===== config.mk =====
export PLATFORM = sky130hd
export DESIGN_NAME = swdg_cell
export DESIGN_NICKNAME = d
export VERILOG_FILES = /design/src/rtl/core/swdg_pkg.sv /design/src/rtl/core/swdg_cell.sv
export SDC_FILE = /design/constraint.sdc
export NUM_CORES = 1
export LEC_CHECK = 0
export BUFFER_PORTS_ARGS = -buffer_cell sky130_fd_sc_hd__buf_2
export CAP_MARGIN = 20
export CORE_UTILIZATION = 49
export DETAILED_ROUTE_END_ITERATION = 12
export GPL_ROUTABILITY_DRIVEN = 0
export PLACE_DENSITY = 0.93
export REMOVE_ABC_BUFFERS = 1
export SYNTH_ARGS = -nofsm -noshare
export SYNTH_HDL_FRONTEND = slang
export SYNTH_SLANG_ARGS = --single-unit

===== constraint.sdc =====
create_clock -name clk -period 3.7 [get_ports clk]
set_input_delay 0.555 -clock clk [delete_from_list [all_inputs] [get_ports clk]]
set_output_delay 0.555 -clock clk [all_outputs]
set_load 0.01 [all_outputs]

===== src/rtl/core/swdg_pkg.sv =====
// Shared types and constants for the multi-channel soft watchdog.
// No dependencies; every other file of the block imports this package.
package swdg_pkg;

    localparam int OP_W      = 2;
    localparam int CH_W      = 3;
    localparam int TIMEOUT_W = 24;
    localparam int CODE_W    = 8;
    localparam int STEP_W    = 16;
    localparam int KIND_W    = 2;
    localparam int COLOUR_W  = 3;
    localparam int BEEPS_W   = 2;

    // At most this many suspend results come out of one tick.
    localparam int SLOT_LIMIT = 8;

    localparam logic [STEP_W-1:0] STEP_RESET = 16'd10;

    localparam logic [OP_W-1:0] OP_TICK   = 2'd0;
    localparam logic [OP_W-1:0] OP_CREATE = 2'd1;
    localparam logic [OP_W-1:0] OP_FEED   = 2'd2;

    localparam logic [KIND_W-1:0] KIND_CREATE  = 2'd0;
    localparam logic [KIND_W-1:0] KIND_RESUME  = 2'd1;
    localparam logic [KIND_W-1:0] KIND_SUSPEND = 2'd2;

    // Valid alarm codes: colour nibble 1..6, beep nibble 1..2.
    localparam logic [3:0] COLOUR_FIRST = 4'd1;
    localparam logic [3:0] COLOUR_LAST  = 4'd6;
    localparam logic [3:0] BEEPS_FIRST  = 4'd1;
    localparam logic [3:0] BEEPS_LAST   = 4'd2;

    typedef struct packed {
        logic                 valid;
        logic                 alarm;
        logic [TIMEOUT_W-1:0] timeout;
        logic [TIMEOUT_W-1:0] residue;
        logic [CODE_W-1:0]    code;
    } slot_t;

    typedef struct packed {
        logic                 create;
        logic                 feed;
        logic [TIMEOUT_W-1:0] timeout;
        logic [CODE_W-1:0]    code;
    } cell_cmd_t;

endpackage


===== src/rtl/core/swdg_cell.sv =====
// One watchdog slot of the rotating cell chain.
// Depends on swdg_pkg for slot_t and cell_cmd_t.
module swdg_cell import swdg_pkg::*;
(
    input  logic      clk,
    input  logic      rst_n,
    input  cell_cmd_t cmd,
    input  logic      sel,
    input  logic      shift_en,
    input  slot_t     shift_in,
    output slot_t     slot_q
);

    logic                 valid_reg, valid_next;
    logic                 alarm_reg, alarm_next;
    logic [TIMEOUT_W-1:0] timeout_reg, timeout_next;
    logic [TIMEOUT_W-1:0] residue_reg, residue_next;
    logic [CODE_W-1:0]    code_reg, code_next;

    always_comb
    begin
        valid_next   = valid_reg;
        alarm_next   = alarm_reg;
        timeout_next = timeout_reg;
        residue_next = residue_reg;
        code_next    = code_reg;
        if (shift_en)
        begin
            valid_next   = shift_in.valid;
            alarm_next   = shift_in.alarm;
            timeout_next = shift_in.timeout;
            residue_next = shift_in.residue;
            code_next    = shift_in.code;
        end
        else if (sel && cmd.create)
        begin
            valid_next   = 1'b1;
            alarm_next   = 1'b0;
            timeout_next = cmd.timeout;
            residue_next = cmd.timeout;
            code_next    = cmd.code;
        end
        else if (sel && cmd.feed && valid_reg)
        begin
            residue_next = timeout_reg;
        end
    end

    always_ff @(posedge clk or negedge rst_n)
    begin
        if (!rst_n)
        begin
            valid_reg <= 1'b0;
            alarm_reg <= 1'b0;
        end
        else
        begin
            valid_reg <= valid_next;
            alarm_reg <= alarm_next;
        end
    end

    always_ff @(posedge clk)
    begin
        timeout_reg <= timeout_next;
        residue_reg <= residue_next;
        code_reg    <= code_next;
    end

    assign slot_q = '{valid: valid_reg, alarm: alarm_reg, timeout: timeout_reg,
                      residue: residue_reg, code: code_reg};

endmodule


Word level (Yosys, flattened, before mapping)
Index checks and enable logic that the tools add are counted.
{"block": "word_totals", "register_bits": 58, "ram_bits": 0, "latch_bits": 0, "mem_count": 0, "input_bits": 96, "romBits": 0}
{"block": "op_classes", "n_bitwise": 0, "order_cmp": 0, "mux": 11, "add_sub_neg": 0, "eq_ne": 0, "n_reduce_logical": 5, "shifts": 0, "n_div": 0, "mul": 0}
{"op": "24-bit 2-to-1 mux", "n": 5}
{"op": "8-bit 2-to-1 mux", "n": 2}
{"op": "1-bit 2-to-1 mux", "n": 4}
{"op": "1-bit logical AND", "n": 3}
{"op": "3-bit nonzero test", "n": 1}
{"op": "2-bit nonzero test", "n": 1}

Logic depth before layout (Yosys ltp)
{"block": "depth", "depth_word": 5, "depth_mapped": 5, "depth_no_buf": 2}

Worst setup path after synthesis
Ideal clock, no wire load.
{"block": "synth_path", "path_type": "in2reg", "startpoint": "input cmd[33] (netlist bit)", "endpoint": "register code_reg[0] (enable)", "slack_ns": 1.431, "t_arrival_ns": 1.878, "path_stages": 5, "n_path_buf": 3, "cell_sequence": "buf_2 -> and2_4 -> buf_6 -> buf_6 -> or2_1"}
{"block": "synth_via", "elab_chain_cells": 2}
{"item": "from (decl)", "line_no": "swdg_cell.sv:7", "text": "input cell_cmd_t cmd,"}
{"item": "1-bit logical AND", "line_no": "swdg_cell.sv:35", "text": "else if (sel && cmd.create)"}
{"item": "2-bit nonzero test (no line)"}
{"item": "to (signal assigned)", "line_no": "swdg_cell.sv:67", "text": "code_reg <= code_next;"}
{"item": "to (decl)", "line_no": "swdg_cell.sv:18", "text": "logic [CODE_W-1:0] code_reg, code_next;"}
No other way between the ends.
A chain may end at the register's enable or synchronous reset.

Worst setup path after layout
{"block": "layout_path", "startpoint": "input cmd[33] (netlist bit)", "endpoint": "register timeout_reg[15] (enable)"}
{"block": "layout_via", "elab_chain_cells": 2}
{"item": "1-bit logical AND", "line_no": "swdg_cell.sv:35"}
{"item": "2-bit nonzero test (no line)"}
{"item": "to (signal assigned)", "line_no": "swdg_cell.sv:65", "text": "timeout_reg <= timeout_next;"}
{"item": "to (decl)", "line_no": "swdg_cell.sv:16", "text": "logic [TIMEOUT_W-1:0] timeout_reg, timeout_next;"}
No other way between the ends.

==> metrics.csv <==
stage,metric,value,unit
outcome,status,"finished, final reports clean",
synthesis,"Seq/Total Area, Yosys",56.7,%
clocking,Root Driver,clkbuf_8,
run,Max-cap violations,0,
route,DR pass1 iterations,4,
critical_path,crit start category,input pin,
grt,vias in the first global route,2340,
worst_hold_path,hold path endpoint,alarm_reg$_DFFE_PN0P_,
route,vias per cell,5.28,
worst_hold_path,min-delay worst type,in -> reg,
clocking,H-tree Lvls,3,
route,initial DRC count,94,
clocking,CTS sink cnt,58,
route,met3 WL,586,µm
timing,clk_skew,7.87,ps
critical_path,CP Data Required Time,3720,ps
critical_path,Worst setup EP type,register,
timing,post-layout minimum cycle time,2070,ps
power_and_ir_drop,PwrDens,406,mW/mm²
route,Highest Signal Layer,met4,
synthesis,Synth top area share,55.0,%
route,drt drc,0,
synthesis,"count leader, synth",edfxtp_1,
route,final wirelength,7020,µm
clocking,"CTS clk-pin slew, worst paths",60,ps
synthesis,Synth Instances,219,
synthesis,Most used DFF post-synth,edfxtp_1,
synthesis,number of synthesized flops with an enable pin,56,
grt,first-pass GRT wire length,10500,µm
floorplan,die height,81.0,µm
timing,final setup fails,0,
grt,initial antenna violation count,0,
layout,Antenna Cells,0,
synthesis,cell taking the most area after synthesis,edfxtp_1,
floorplan,total core area,0.00596,mm²
critical_path,Reg2Reg Capture Point,residue_reg[21]$_DFFE_PP_,
grt,All-Layer GR Usage,21.9,%
power_and_ir_drop,Pwr Total,1610,µW
layout,Nets,462,
place,post-detail-place hpwl,5060,µm
floorplan,Top-Level Pins,154,
worst_hold_path,HP Start,shift_in[56],
power_and_ir_drop,Pleak,0.00174,µW
route,M1 WL,2700,µm
route,WL/cell,15.8,µm
place,IO buf count,153,
synthesis,Mapped Area,0.00306,mm²
synthesis,Yosys reg bits,58,
clocking,clock buffer depth,2,
route,met2 WL post-DR,3640,µm
synthesis,Synth Warn #,0,
critical_path,CP Data Arrival Time,2090,ps
floorplan,FP Rows,28,
clocking,TritonCTS clock tree,yes,
synthesis,Synth async-reset ratio,3.45,%
floorplan,Initial Utilization,51.3,%
layout,synth-to-layout area growth,29.9,%
route,post-route ant nets,0,
clocking,Worst-Skew Late Latency,330,ps
clocking,CTS resizes,0,
layout,share of layout cells above drive strength 1,59.1,%
timing,final worst-path cycle share,55.9,%
timing,final max-slew violation count,0,
route,total number of vias,2344,
grt,global route overflow,0,
critical_path,reg2reg start,valid_reg$_DFFE_PN0P_,
synthesis,count of cell types in the netlist,22,
timing,unrepaired setup endpoints after global routing,no,
synthesis,Mean Syn Cell Area,14.0,µm²
clocking,cts bufs inserted,9,
timing,highest clock rate,483,MHz
synthesis,"top cells by count, synth","56 x edfxtp_1, 32 x mux2_2, 26 x nand2_1",
timing,Slew @ Worst Pin,1040,ps
synthesis,Area contributors post-synth,"edfxtp_1 55%, mux2_2 12%, o311ai_2 8.0%, nand4b_1 6.9%, nand2_1 3.2%",
critical_path,CP Class,in -> reg,
floorplan,DIE AREA,0.00656,mm²
floorplan,Die Width,81.0,µm
layout,Layout Utilization,66.6,%
worst_hold_path,hold path depth,3,
timing,Final Hold Fails,0,
timing,TNS Setup,0,ps
critical_path,FF-to-FF setup slack,2020,ps
critical_path,Worst R2R Path Depth,2,
grt,largest net degree at the start of global routing,74,
timing,Slew HR,30.7,%
critical_path,"Max FO, Critical Path",26,
power_and_ir_drop,VDD IR max,0.298,mV
==> per-layer routing <==
metal	global-route usage, %	up-vias
met5	0	-
met4	8.57	0
met3	6.97	9
met2	39.2	121
met1	24.0	1086
li1	-	1128
==> worst max-delay path: stages <==
cell and delay [ps]:
buf_2 230, and2_4 480, or2_1 510, buf_4 300
==> per-stage QoR <==
step | setup slack (ps) | cells | instance area (µm²) | hold WS [ps]
5_1_grt | 1460 | 444 | 3970 | 466
2_1_floorplan | 1590 | 196 | 2920 | 259
3_3_place_gp | 1300 | 429 | 3820 | 349
6_report | 1630 | 444 | 3970 | 446
4_1_cts | 1590 | 444 | 3970 | 430
3_5_place_dp | 1250 | 429 | 3820 | 351
==> worst max path at each step <==
stage,slack (ps),from,to,cells after the start
floorplan,1590,sel,code_reg[0]$_DFFE_PP_,2
global placement,1300,cmd[33],timeout_reg[15]$_DFFE_PP_,4
global route,1460,cmd[33],timeout_reg[15]$_DFFE_PP_,4
CTS,1590,cmd[33],timeout_reg[15]$_DFFE_PP_,4
detailed placement,1250,cmd[33],timeout_reg[18]$_DFFE_PP_,4
finish,1630,cmd[33],timeout_reg[15]$_DFFE_PP_,4
==> power by group <==
group | internal (µW) | total (µW) | switching [µW]
clock | 234 | 452 | 218
sequential | 811 | 837 | 26.0
combinational | 152 | 322 | 170
==> cells in the final DEF, fill, tap and decap left out, types with 4 or more instances in the layout <==
master	count
buf_2	152
o311ai_0	6
inv_1	24
nand2_1	26
buf_4	6
clkbuf_1	4
clkbuf_8	9
edfxtp_1	56
nand4b_1	24
o311ai_2	15
mux2_2	32
==> final cells by class <==
cell class | count | area [µm²]
fill | 465 | 1990
clock inverter | 1 | 3.75
timing repair buffer | 159 | 816
sequential | 58 | 1730
tap | 75 | 93.8
clock buffer | 13 | 139
inverter | 24 | 90.1
multi-input combinational | 114 | 1090
==> logic make-up (layout without fill, tap and decap cells) <==
logic type | Yosys count | in the layout | synth area share (%)
AO/OA/AOI/OAI | 29 | 29 | 13.3
buffers and inverters | 47 | 197 | 7.49
flip-flops | 58 | 58 | 56.7
multiplexers | 32 | 32 | 11.8
AND/OR/NAND/NOR | 53 | 53 | 10.8
==> timing repair <==
action,4_1_cts,5_1_grt
setup buffers,0,0
hold buffers,1,0
hold endpoints to repair,2,0
No activity file was read; power rests on OpenSTA's default activity.
