==> src/rtl/core/swdg_pkg.sv <==
// Shared types and constants for the multi-channel soft watchdog.
// No dependencies; every other file of the block imports this package.
package swdg_pkg;

    localparam int OP_W      = 2;
    localparam int CH_W      = 3;
    localparam int TIMEOUT_W = 24;
    localparam int CODE_W    = 8;
    localparam int STEP_W    = 16;
    localparam int KIND_W    = 2;
    localparam int COLOUR_W  = 3;
    localparam int BEEPS_W   = 2;

    // At most this many suspend results come out of one tick.
    localparam int SLOT_LIMIT = 8;

    localparam logic [STEP_W-1:0] STEP_RESET = 16'd10;

    localparam logic [OP_W-1:0] OP_TICK   = 2'd0;
    localparam logic [OP_W-1:0] OP_CREATE = 2'd1;
    localparam logic [OP_W-1:0] OP_FEED   = 2'd2;

    localparam logic [KIND_W-1:0] KIND_CREATE  = 2'd0;
    localparam logic [KIND_W-1:0] KIND_RESUME  = 2'd1;
    localparam logic [KIND_W-1:0] KIND_SUSPEND = 2'd2;

    // Valid alarm codes: colour nibble 1..6, beep nibble 1..2.
    localparam logic [3:0] COLOUR_FIRST = 4'd1;
    localparam logic [3:0] COLOUR_LAST  = 4'd6;
    localparam logic [3:0] BEEPS_FIRST  = 4'd1;
    localparam logic [3:0] BEEPS_LAST   = 4'd2;

    typedef struct packed {
        logic                 valid;
        logic                 alarm;
        logic [TIMEOUT_W-1:0] timeout;
        logic [TIMEOUT_W-1:0] residue;
        logic [CODE_W-1:0]    code;
    } slot_t;

    typedef struct packed {
        logic                 create;
        logic                 feed;
        logic [TIMEOUT_W-1:0] timeout;
        logic [CODE_W-1:0]    code;
    } cell_cmd_t;

endpackage

==> src/rtl/core/swdg_age.sv <==
// Aging unit at the head of the chain: residue compare and subtract, alarm
// code decode. Depends on swdg_pkg.
module swdg_age import swdg_pkg::*;
(
    input  slot_t                slot_in,
    input  logic [STEP_W-1:0]    tick_step,
    input  logic                 sound_enable,
    output slot_t                slot_out,
    output logic                 hit,
    output logic [COLOUR_W-1:0]  colour,
    output logic [BEEPS_W-1:0]   beeps
);

    logic [TIMEOUT_W-1:0] step_ext;
    logic [3:0]           hi_nib;
    logic [3:0]           lo_nib;
    logic                 known;

    assign step_ext = TIMEOUT_W'(tick_step);

    always_comb
    begin
        slot_out = slot_in;
        if (slot_in.valid)
        begin
            if (slot_in.residue < step_ext)
            begin
                slot_out.alarm = 1'b1;
            end
            else
            begin
                slot_out.alarm   = 1'b0;
                slot_out.residue = slot_in.residue - step_ext;
            end
        end
    end

    assign hit    = slot_out.valid & slot_out.alarm;
    assign hi_nib = slot_in.code[7:4];
    assign lo_nib = slot_in.code[3:0];
    assign known  = (hi_nib >= COLOUR_FIRST) && (hi_nib <= COLOUR_LAST) &&
                    (lo_nib >= BEEPS_FIRST) && (lo_nib <= BEEPS_LAST);
    assign colour = (sound_enable && known) ? hi_nib[COLOUR_W-1:0] : '0;
    assign beeps  = (sound_enable && known) ? lo_nib[BEEPS_W-1:0] : '0;

endmodule

==> config.mk <==
export PLATFORM = sky130hd
export DESIGN_NAME = swdg_age
export DESIGN_NICKNAME = d
export VERILOG_FILES = /design/src/rtl/core/swdg_pkg.sv /design/src/rtl/core/swdg_age.sv
export SDC_FILE = /design/constraint.sdc
export NUM_CORES = 1
export LEC_CHECK = 0
export ABC_AREA = 1
export BUFFER_PORTS_ARGS = -buffer_cell sky130_fd_sc_hd__buf_2
export CORE_MARGIN = 5
export CORE_UTILIZATION = 33
export DETAILED_ROUTE_END_ITERATION = 7
export PLACE_DENSITY = 0.6
export SYNTH_ARGS = -nofsm -noshare
export SYNTH_HDL_FRONTEND = slang
export SYNTH_SLANG_ARGS = --single-unit
==> constraint.sdc <==
create_clock -name vclk -period 3
set_clock_uncertainty 0.05 [all_clocks]
set_input_delay 0.6 -clock vclk [all_inputs]
set_output_delay 0.6 -clock vclk [all_outputs]
set_load 0.03 [all_outputs]
# Word-level counts from Yosys, hierarchy flattened
# Index checks and enable logic that the tools add are counted.
# word_totals
reg_bits	0
inputBits	75
output_inout_bits	64
wordCells	17
# classes
n_addsub	1
order_cmp	5
n_mux	6
bitwise	1
reduce_logical	4
# op_table
op	count
24-bit 2-to-1 mux	2
24-bit by 16-bit less-than comparator with 1-bit output	1
24-bit by 16-bit subtractor with 24-bit output	1
4-bit by 1-bit greater-or-equal comparator with 1-bit output (second input constant)	2
4-bit by 2-bit less-or-equal comparator with 1-bit output (second input constant)	1
4-bit by 3-bit less-or-equal comparator with 1-bit output (second input constant)	1
1-bit logical AND	4
3-bit 2-to-1 mux	1
1-bit 2-to-1 mux	2
2-bit 2-to-1 mux	1
1-bit bitwise AND	1

# Logic depth before layout (Yosys ltp)
# Gate-level depths: netlist of run 1.
# logic_depth
ltp_word	6
mapped_depth	15
mapped_depth_nobuf	14

# Worst setup path before layout of run 1
# No wires, ideal clock.
# synth_path
path_kind	input-to-output
start	input slot_in[8] (netlist bit)
end	output slot_out[8] (netlist bit)
arrival_ps	2724
required_ps	2350
slack_ps	-374
cell_stages	13
n_path_buf	1
cell_sequence	inv_1 -> ha_1 -> fa_1 -> inv_1 -> nand3_1 -> nand3_1 -> nand2_1 -> nand2_2 -> nand2_2 -> nand2_4 -> nand2_4 -> buf_4 -> o21ai_0
# synth_rtl
item	line_no	rtl
start: declaration	swdg_age.sv:5	input slot_t slot_in,
end: declaration	swdg_age.sv:8	output slot_t slot_out,

==> results of run 1 <==
how the worst max path moves through the flow:
stage / startpoint / endpoint / slack, ns / cells past startpoint
final: slot_in[8] / slot_out[13] / 0.09 / 15
after global routing: tick_step[6] / slot_out[26] / -0.009 / 16
after CTS: slot_in[8] / slot_out[19] / 0.002 / 15
after detailed placement: slot_in[8] / slot_out[20] / -0.15 / 15
after global placement: slot_in[8] / slot_out[8] / -0.08 / 15
after floorplan: slot_in[8] / slot_out[8] / -0.14 / 13
cell usage after synthesis, drive strengths merged:
library cell,number
nor4,1
nand4,10
nand2,162
nor2,46
nand3,21
ha,16
xnor2,8
fa,1
inv,90
nand3b,3
xor2,6
o2111ai,1
a21oi,14
buf,38
nor3,2
o21ai,15
cell families after synthesis:
group | synth area share (%)
AO/OA/AOI/OAI | 8.79
XOR/XNOR | 5.52
adder cells (fa/ha/maj) | 9.92
buffers and inverters | 28.1
AND/OR/NAND/NOR | 47.6
through the flow:
step	instances	hold WS [ns]
2_1_floorplan	434	1.28
3_3_place_gp	595	1.15
3_5_place_dp	595	1.15
4_1_cts	597	1.15
5_1_grt	599	1.15
6_report	599	1.15
layer usage:
layer  wire length (um)  global-route usage [%]  vias up
met5                  0                       0        -
met4                  4                   0.990        0
met2               3430                    29.2       94
li1                   -                       -     1458
met1               3040                    19.4     1195
met3                486                    1.88        2
cell type report:
| class | instances | area share (%) |
|---|---|---|
| Tap cell | 77 | 2.99 |
| Timing Repair Buffer | 126 | 27.5 |
| Inverter | 90 | 10.5 |
| Multi-Input combinational cell | 306 | 59.0 |
timing repair:
item,4_1_cts,5_1_grt
hold endpoints to repair,0,0
gates cloned,1,0
pin swaps,8,12
resized for setup,33,74
hold buffers,0,0
buffers inserted,1,2
setup endpoints to repair,25,25
power by group through the flow:
stage                     registers (uW)  logic (uW)  clock network [uW]
final                                  0         689                   0
after global routing                   0         752                   0
after CTS                              0         604                   0
after global placement                 0         558                   0
after detailed placement               0         561                   0
after floorplan                        0         435                   0
==> flow_summary.yaml, run 1 <==
outcome:
  status: "completed"
die:
  die_x_um: 92.0
  rows: 29
  initial_core_util_pct: 34.4
  boundaryPins: 139
  die_h_um: 92.0
  core_area_sq_um: 6460
  dieArea_sq_um: 8470
detailed_routing:
  dr.pass1.iters: 4
  drt-initial-drc-count: 109
  wire_per_inst_um: 11.6
  drc_errors: 0
  via_per_inst: 4.59
  wl_um: 6970
  ant_nets: 0
  routed-via-count: 2749
hold_path:
  hold_path_depth: 0
  hp-class: "in2out"
  hold_path_end: "slot_out[35]"
  hold_start: "slot_in[35]"
yosys:
  ys_warn_count: 0
  synth.avg_cell_area_sq_um: 5.11
  yosysTopAreaCell: "nand2_1"
  synth_top_area_share_pct: 24.4
  syn_area_sq_um: 2220
  yosysSeqAreaShare_pct: 0
  ys_top_cells_by_area: "nand2_1 (24%), inv_1 (15%), buf_4 (11%)"
  syn_inst: 434
  synth_nets: 526
  synth_cell_types: 26
placed_design:
  port_buffers: 91
  placed_area_sq_um: 2750
  routabilityCongestion: 0.918
  dp_slack_ns: -0.153
  place.detailed.hpwl_um: 5880
finish:
  seqCellArea_sq_um: 0
  final_area_sq_um: 3220
  final_common_cell: "nand2_1"
  syn2layout_area_growth_pct: 45.0
  antenna_cells: 0
  multi_input_area_sq_um: 1900
  final_util_pct: 49.8
  fillCellCount: 683
  layout.nets: 616
  seq_cells: 0
  drive_above_1_share_pct: 41.0
  final_cell_mix: "nand2_1 (126), inv_1 (84), buf_2 (66)"
  nClkBuffers: 0
critical_path:
  startpoint_type: "input port"
  crit_top_cell: "nand2_2"
  path_buf_inv: 5
  crit_chain: "buf_6, inv_2, ha_4, fa_2, inv_2, nand3_2, nand3_2, nand2_2, nand2_2, nand2_2, nand2_4, nand2_8, buf_12, o21ai_2, buf_6"
  critPathMaxStageDelay_ns: 0.34
  worstPathMaxFanout: 8
  slowest_stage: "fa_2"
  critical_path.top_delay_family: "simple AND/OR/NAND/NOR gates"
  worstSetupPathType: "in2out"
  arrival_ns: 2.26
  crit_path_end_kind: "primary output"
  crit_required_ns: 2.35
sta:
  worst_pin_slew_ns: 0.335
  fin_ws_ns: 0.0898
  fmax_mhz: 344
  slew_headroom_pct: 77.6
  slew_violations: 0
  hold_viol_final: 0
  fin_setup_tns_ns: 0
  fin_crit_ns: 2.91
  setup-violations-final: 0
  finalCritPeriodShare_pct: 97.0
power_and_ir_drop:
  power_uw: 689
  p_clk_share_pct: 0
  power.switching_uw: 396
  p_per_area_nw_per_um2: 214
  ir_worst_vdd_mv: 0.114
  swShare_pct: 57.5
  power_frac_comb_pct: 100.0
  total_leakage_power_uw: 0.00184
  internal_power_uw: 293
  pwr-share-seq_pct: 0
global_route:
  grt_max_degree: 13
  antenna_found_initial: 0
  grt_pass1_wl_um: 11200
  gr-total-overflow: 0
  grt_pass1_vias: 2641
  grt.total_usage_pct: 15.4
run:
  cap_violations: 0
(Power assumes the default switching activity.)
==> inputs of run 2 (changes only) <==
--- a/config.mk
+++ b/config.mk
@@ -8,9 +8,9 @@
 export ABC_AREA = 1
 export BUFFER_PORTS_ARGS = -buffer_cell sky130_fd_sc_hd__buf_2
 export CORE_MARGIN = 5
-export CORE_UTILIZATION = 33
+export CORE_UTILIZATION = 25
 export DETAILED_ROUTE_END_ITERATION = 7
-export PLACE_DENSITY = 0.6
+export PLACE_DENSITY = 0.48
 export SYNTH_ARGS = -nofsm -noshare
 export SYNTH_HDL_FRONTEND = slang
 export SYNTH_SLANG_ARGS = --single-unit
==> run 2 against run 1 <==
Effect of this change:
- critical path depth stayed put
- count of clock-buffer cells in the layout did not move
- total power up 3.6%
- largest cell class unchanged
==> flow_summary.yaml, run 2 (same netlist as run 1, synthesis figures left out) <==
die:
  dieArea_sq_um: 10900
  initial_core_util_pct: 25.6
  boundaryPins: 139
  rows: 34
  die_x_um: 104
  core_area_sq_um: 8680
  die_h_um: 104
finish:
  antenna_cells: 0
  drive_above_1_share_pct: 43.1
  seq_cells: 0
  final_common_cell: "nand2_1"
  nClkBuffers: 0
  final_cell_mix: "nand2_1 (125), inv_1 (85), buf_2 (66)"
  final_area_sq_um: 3440
  syn2layout_area_growth_pct: 54.8
  seqCellArea_sq_um: 0
  layout.nets: 635
sta:
  slew_headroom_pct: 77.2
  grt_setup_unrepaired: "true"
  hold_viol_final: 0
  slew_violations: 0
  worst_pin_slew_ns: 0.341
  fin_crit_ns: 2.95
  finalCritPeriodShare_pct: 98.3
  setup-violations-final: 0
  fmax_mhz: 339
global_route:
  grt_max_degree: 13
  grt_pass1_wl_um: 12400
  gr-total-overflow: 0
  grt.total_usage_pct: 13.1
  grt_pass1_vias: 2866
  antenna_found_initial: 0
run:
  cap_violations: 0
critical_path:
  crit_path_end_kind: "primary output"
  worstPathMaxFanout: 6
  startpoint_type: "input port"
  arrival_ns: 2.30
  worstSetupPathType: "in2out"
  crit_required_ns: 2.35
detailed_routing:
  drt-initial-drc-count: 76
  dr_wl_met2_um: 3710
  wl_met1_um: 3380
  wire_per_inst_um: 11.6
  wl_um: 7500
  dr.pass1.iters: 4
  routed-via-count: 2779
  via_per_inst: 4.28
  ant_nets: 0
  met3_length_um: 409
  highest_layer: "met3"
  drc_errors: 0
power_and_ir_drop:
  power_uw: 714
  p_per_area_nw_per_um2: 208
  ir_worst_vdd_mv: 0.0805
  total_leakage_power_uw: 0.00194
placed_design:
  placed_area_sq_um: 2910
  place.detailed.hpwl_um: 6370
  routabilityCongestion: 0.860
  port_buffers: 91
cts:
  cts_hold_buf: 0
hold_path:
  hp-class: "in2out"
  hold_start: "slot_in[35]"
  hold_path_end: "slot_out[35]"
  hold_path_depth: 0
outcome:
  status: "completed"
[run 2: cell types whose count changed in the layout (fill, tap and decap cells not counted), moves of 4 or more]
cell     delta
buf_4      +10
buf_6       +6
o21ai_4     -4
o21ai_2     +4
nor2_4      +4
[run 2: layout make-up]
cell class	instances	area, sq um
multi-input cells	307	1920
well taps	108	135
inverters	90	340
repair buffers	144	1040
fillers	979	5240
[run 2: worst max path at each step]
stage / end / from / slack, ns
final: slot_out[9] / slot_in[8] / 0.05
after global routing: slot_out[29] / slot_in[16] / -0.05
after detailed placement: slot_out[20] / slot_in[8] / -0.15
after global placement: slot_out[20] / slot_in[8] / -0.13
after floorplan: slot_out[8] / slot_in[8] / -0.14
after CTS: slot_out[11] / slot_in[8] / 0.0009
[run 2: repair_timing]
item | CTS | global route
resized for setup | 32 | 87
pin swaps | 3 | 17
setup endpoints to repair | 25 | 26
cloned | 1 | 1
setup buffers | 0 | 2
[run 2: through the flow]
| step | setup WS (ns) | utilization (%) | cells | setup TNS, ns | hold WS [ns] |
|---|---|---|---|---|---|
| 6_report | 0.0504 | 39.6 | 649 | 0 | 1.15 |
| 3_5_place_dp | -0.150 | 33.6 | 645 | -2.53 | 1.15 |
| 2_1_floorplan | -0.144 | - | 434 | -0.287 | 1.28 |
| 5_1_grt | -0.0484 | 39.6 | 649 | -0.176 | 1.15 |
| 3_3_place_gp | -0.126 | 33.6 | 645 | -2.03 | 1.15 |
| 4_1_cts | 0.000931 | 35.1 | 646 | 0 | 1.15 |
[run 2: where the power goes]
part,switching (uW),internal (uW)
Combinational,401,312
Sequential,0,0
Clock,0,0
Total,401,312
[run 2: worst max-delay path, stage by stage]
cell,delay [ns]
buf_8,0.07
inv_4,0.03
ha_4,0.15
fa_2,0.37
inv_2,0.07
nand3_2,0.06
nand3_2,0.08
nand2_2,0.07
nand2_4,0.07
nand2_4,0.08
nand2_8,0.09
nand2_8,0.09
clkbuf_16,0.18
o21ai_4,0.14
buf_6,0.14
[run 2: routing by layer]
metal | vias up | global-route usage [%]
met5 | - | 0
met2 | 77 | 24.4
met1 | 1210 | 17.1
li1 | 1492 | -
met4 | 0 | 0.0925
met3 | 0 | 1.37
==> inputs of run 3 (changes only) <==
==> constraint.sdc (replaced) <==
create_clock -name vclk -period 3.3
set_clock_uncertainty 0.05 [all_clocks]
set_input_delay 0.66 -clock vclk [all_inputs]
set_output_delay 0.66 -clock vclk [all_outputs]
set_load 0.03 [all_outputs]
==> run 3 against run 2 <==
Effect of this change:
- first-iteration DRC count grew 22%
- non-clock buffer count shrank 27
- count of clock-buffer cells in the layout is the same
- core utilization shrank 7.4 points
- combinational power shrank 27%
- setup slack gained 0.061 ns
- wire length shrank 5.1%
- total power shrank 27%
- critical path depth is the same
- final area shrank 19%
- via count shrank 2.6%
- cell count shrank 4.3%
- largest cell class unchanged
==> flow_summary.yaml, run 3 (same netlist as run 1, synthesis figures left out) <==
sta:
  fin_crit_ns: 3.19
  finalCritPeriodShare_pct: 96.6
  worst_pin_slew_ns: 0.349
  fin_ws_ns: 0.112
  hold_ws_ns: 1.27
  grt_setup_unrepaired: "true"
  setup-violations-final: 0
  hold_viol_final: 0
  fmax_mhz: 314
  slew_headroom_pct: 76.7
  slew_violations: 0
placed_design:
  port_buffers: 91
  place.detailed.hpwl_um: 6360
  routabilityCongestion: 0.853
  dp_slack_ns: -0.0543
critical_path:
  startpoint_type: "input port"
  worstSetupPathType: "in2out"
  crit_required_ns: 2.59
  worstSetupStartpoint: "slot_in[8]"
  endpoint: "slot_out[20]"
  crit_path_end_kind: "primary output"
  crit_chain: "buf_2, inv_1, ha_2, fa_2, inv_2, nand3_1, nand3_2, nand2_1, nand2_2, nand2_2, a21oi_2, buf_4, nor2_1, nor2_1, clkbuf_4"
  critPathMaxStageDelay_ns: 0.38
  worstPathMaxFanout: 5
  slowest_stage: "fa_2"
  arrival_ns: 2.48
finish:
  drive_above_1_share_pct: 30.8
  final_cell_mix: "nand2_1 (143), inv_1 (87), buf_2 (77)"
  final_common_cell: "nand2_1"
  nClkBuffers: 0
  antenna_cells: 0
  seq_cells: 0
  seqCellArea_sq_um: 0
  layout.nets: 607
  final_util_pct: 32.2
  syn2layout_area_growth_pct: 26.0
detailed_routing:
  dr.pass1.iters: 4
  wire_per_inst_um: 11.5
  via_per_inst: 4.36
  drt-initial-drc-count: 93
  routed-via-count: 2706
  drc_errors: 0
  ant_nets: 0
  wl_um: 7120
hold_path:
  hold_path_depth: 0
  hp-class: "in2out"
die:
  die_h_um: 104
  rows: 34
  boundaryPins: 139
  core_area_sq_um: 8680
  die_x_um: 104
  dieArea_sq_um: 10900
  initial_core_util_pct: 25.6
power_and_ir_drop:
  p_per_area_nw_per_um2: 186
  total_leakage_power_uw: 0.00172
  ir_worst_vdd_mv: 0.0712
global_route:
  grt_max_degree: 13
  antenna_found_initial: 0
  grt_pass1_vias: 2624
  grt_pass1_wl_um: 11700
  grt.total_usage_pct: 12.3
  gr-total-overflow: 0
run:
  cap_violations: 0
outcome:
  status: "completed"
==> run 3: changes by cell type in the layout (fill, tap and decap cells not counted), sizes merged <==
cell	before	now
buf	139	115
clkbuf	5	2
nand2	163	162
==> run 3: repair_timing <==
item / CTS / global route
pin swaps: 0 / 4
gates resized for setup: 13 / 15
cloned: 0 / 0
endpoints found under the setup margin: 13 / 22
hold buffers: 0 / 0
buffers inserted: 0 / 4
==> run 3: through the flow <==
step	total power (uW)	setup TNS (ns)	std cells	cell area, sq um
floorplan	394	-0.389	434	2220
global placement	497	-0.0188	617	2690
detailed placement	497	-0.359	617	2690
CTS	511	0	617	2730
global route	578	-0.0572	621	2800
finish	521	0	621	2800
==> run 3: area by class of cell <==
class	count	area (sq um)
inverters	90	338
fillers	1040	5880
repair buffers	117	704
well taps	108	135
multi-input cells	306	1620
==> run 3: routing by layer <==
layer  GRT usage [%]  up-vias  routed length (um)
li1                -     1440                   -
met1            16.7     1176                3330
met5               0        -                   0
met4           0.833        0                  44
met3            1.30        6                 442
met2            21.8       84                3310
==> run 3: critical path, delay by kind of cell <==
family                     cells  cell delay, ns
buffers and inverters          5            0.57
adders and majority gates      2            0.57
and+or+nand+nor                7            0.52
AOI/OAI and AO/OA              1            0.16
==> run 3: worst min path at each step <==
stage | endpoint | slack (ns) | startpoint
4_1_cts | slot_out[32] | 1.27 | slot_in[32]
2_1_floorplan | slot_out[0] | 1.40 | slot_in[0]
3_5_place_dp | slot_out[32] | 1.27 | slot_in[32]
6_report | slot_out[33] | 1.27 | slot_in[33]
5_1_grt | slot_out[38] | 1.27 | slot_in[38]
3_3_place_gp | slot_out[32] | 1.27 | slot_in[32]
==> run 3: report_power, final <==
part / internal, uW / switching (uW)
Sequential: 0 / 0
Clock: 0 / 0
Combinational: 199 / 322
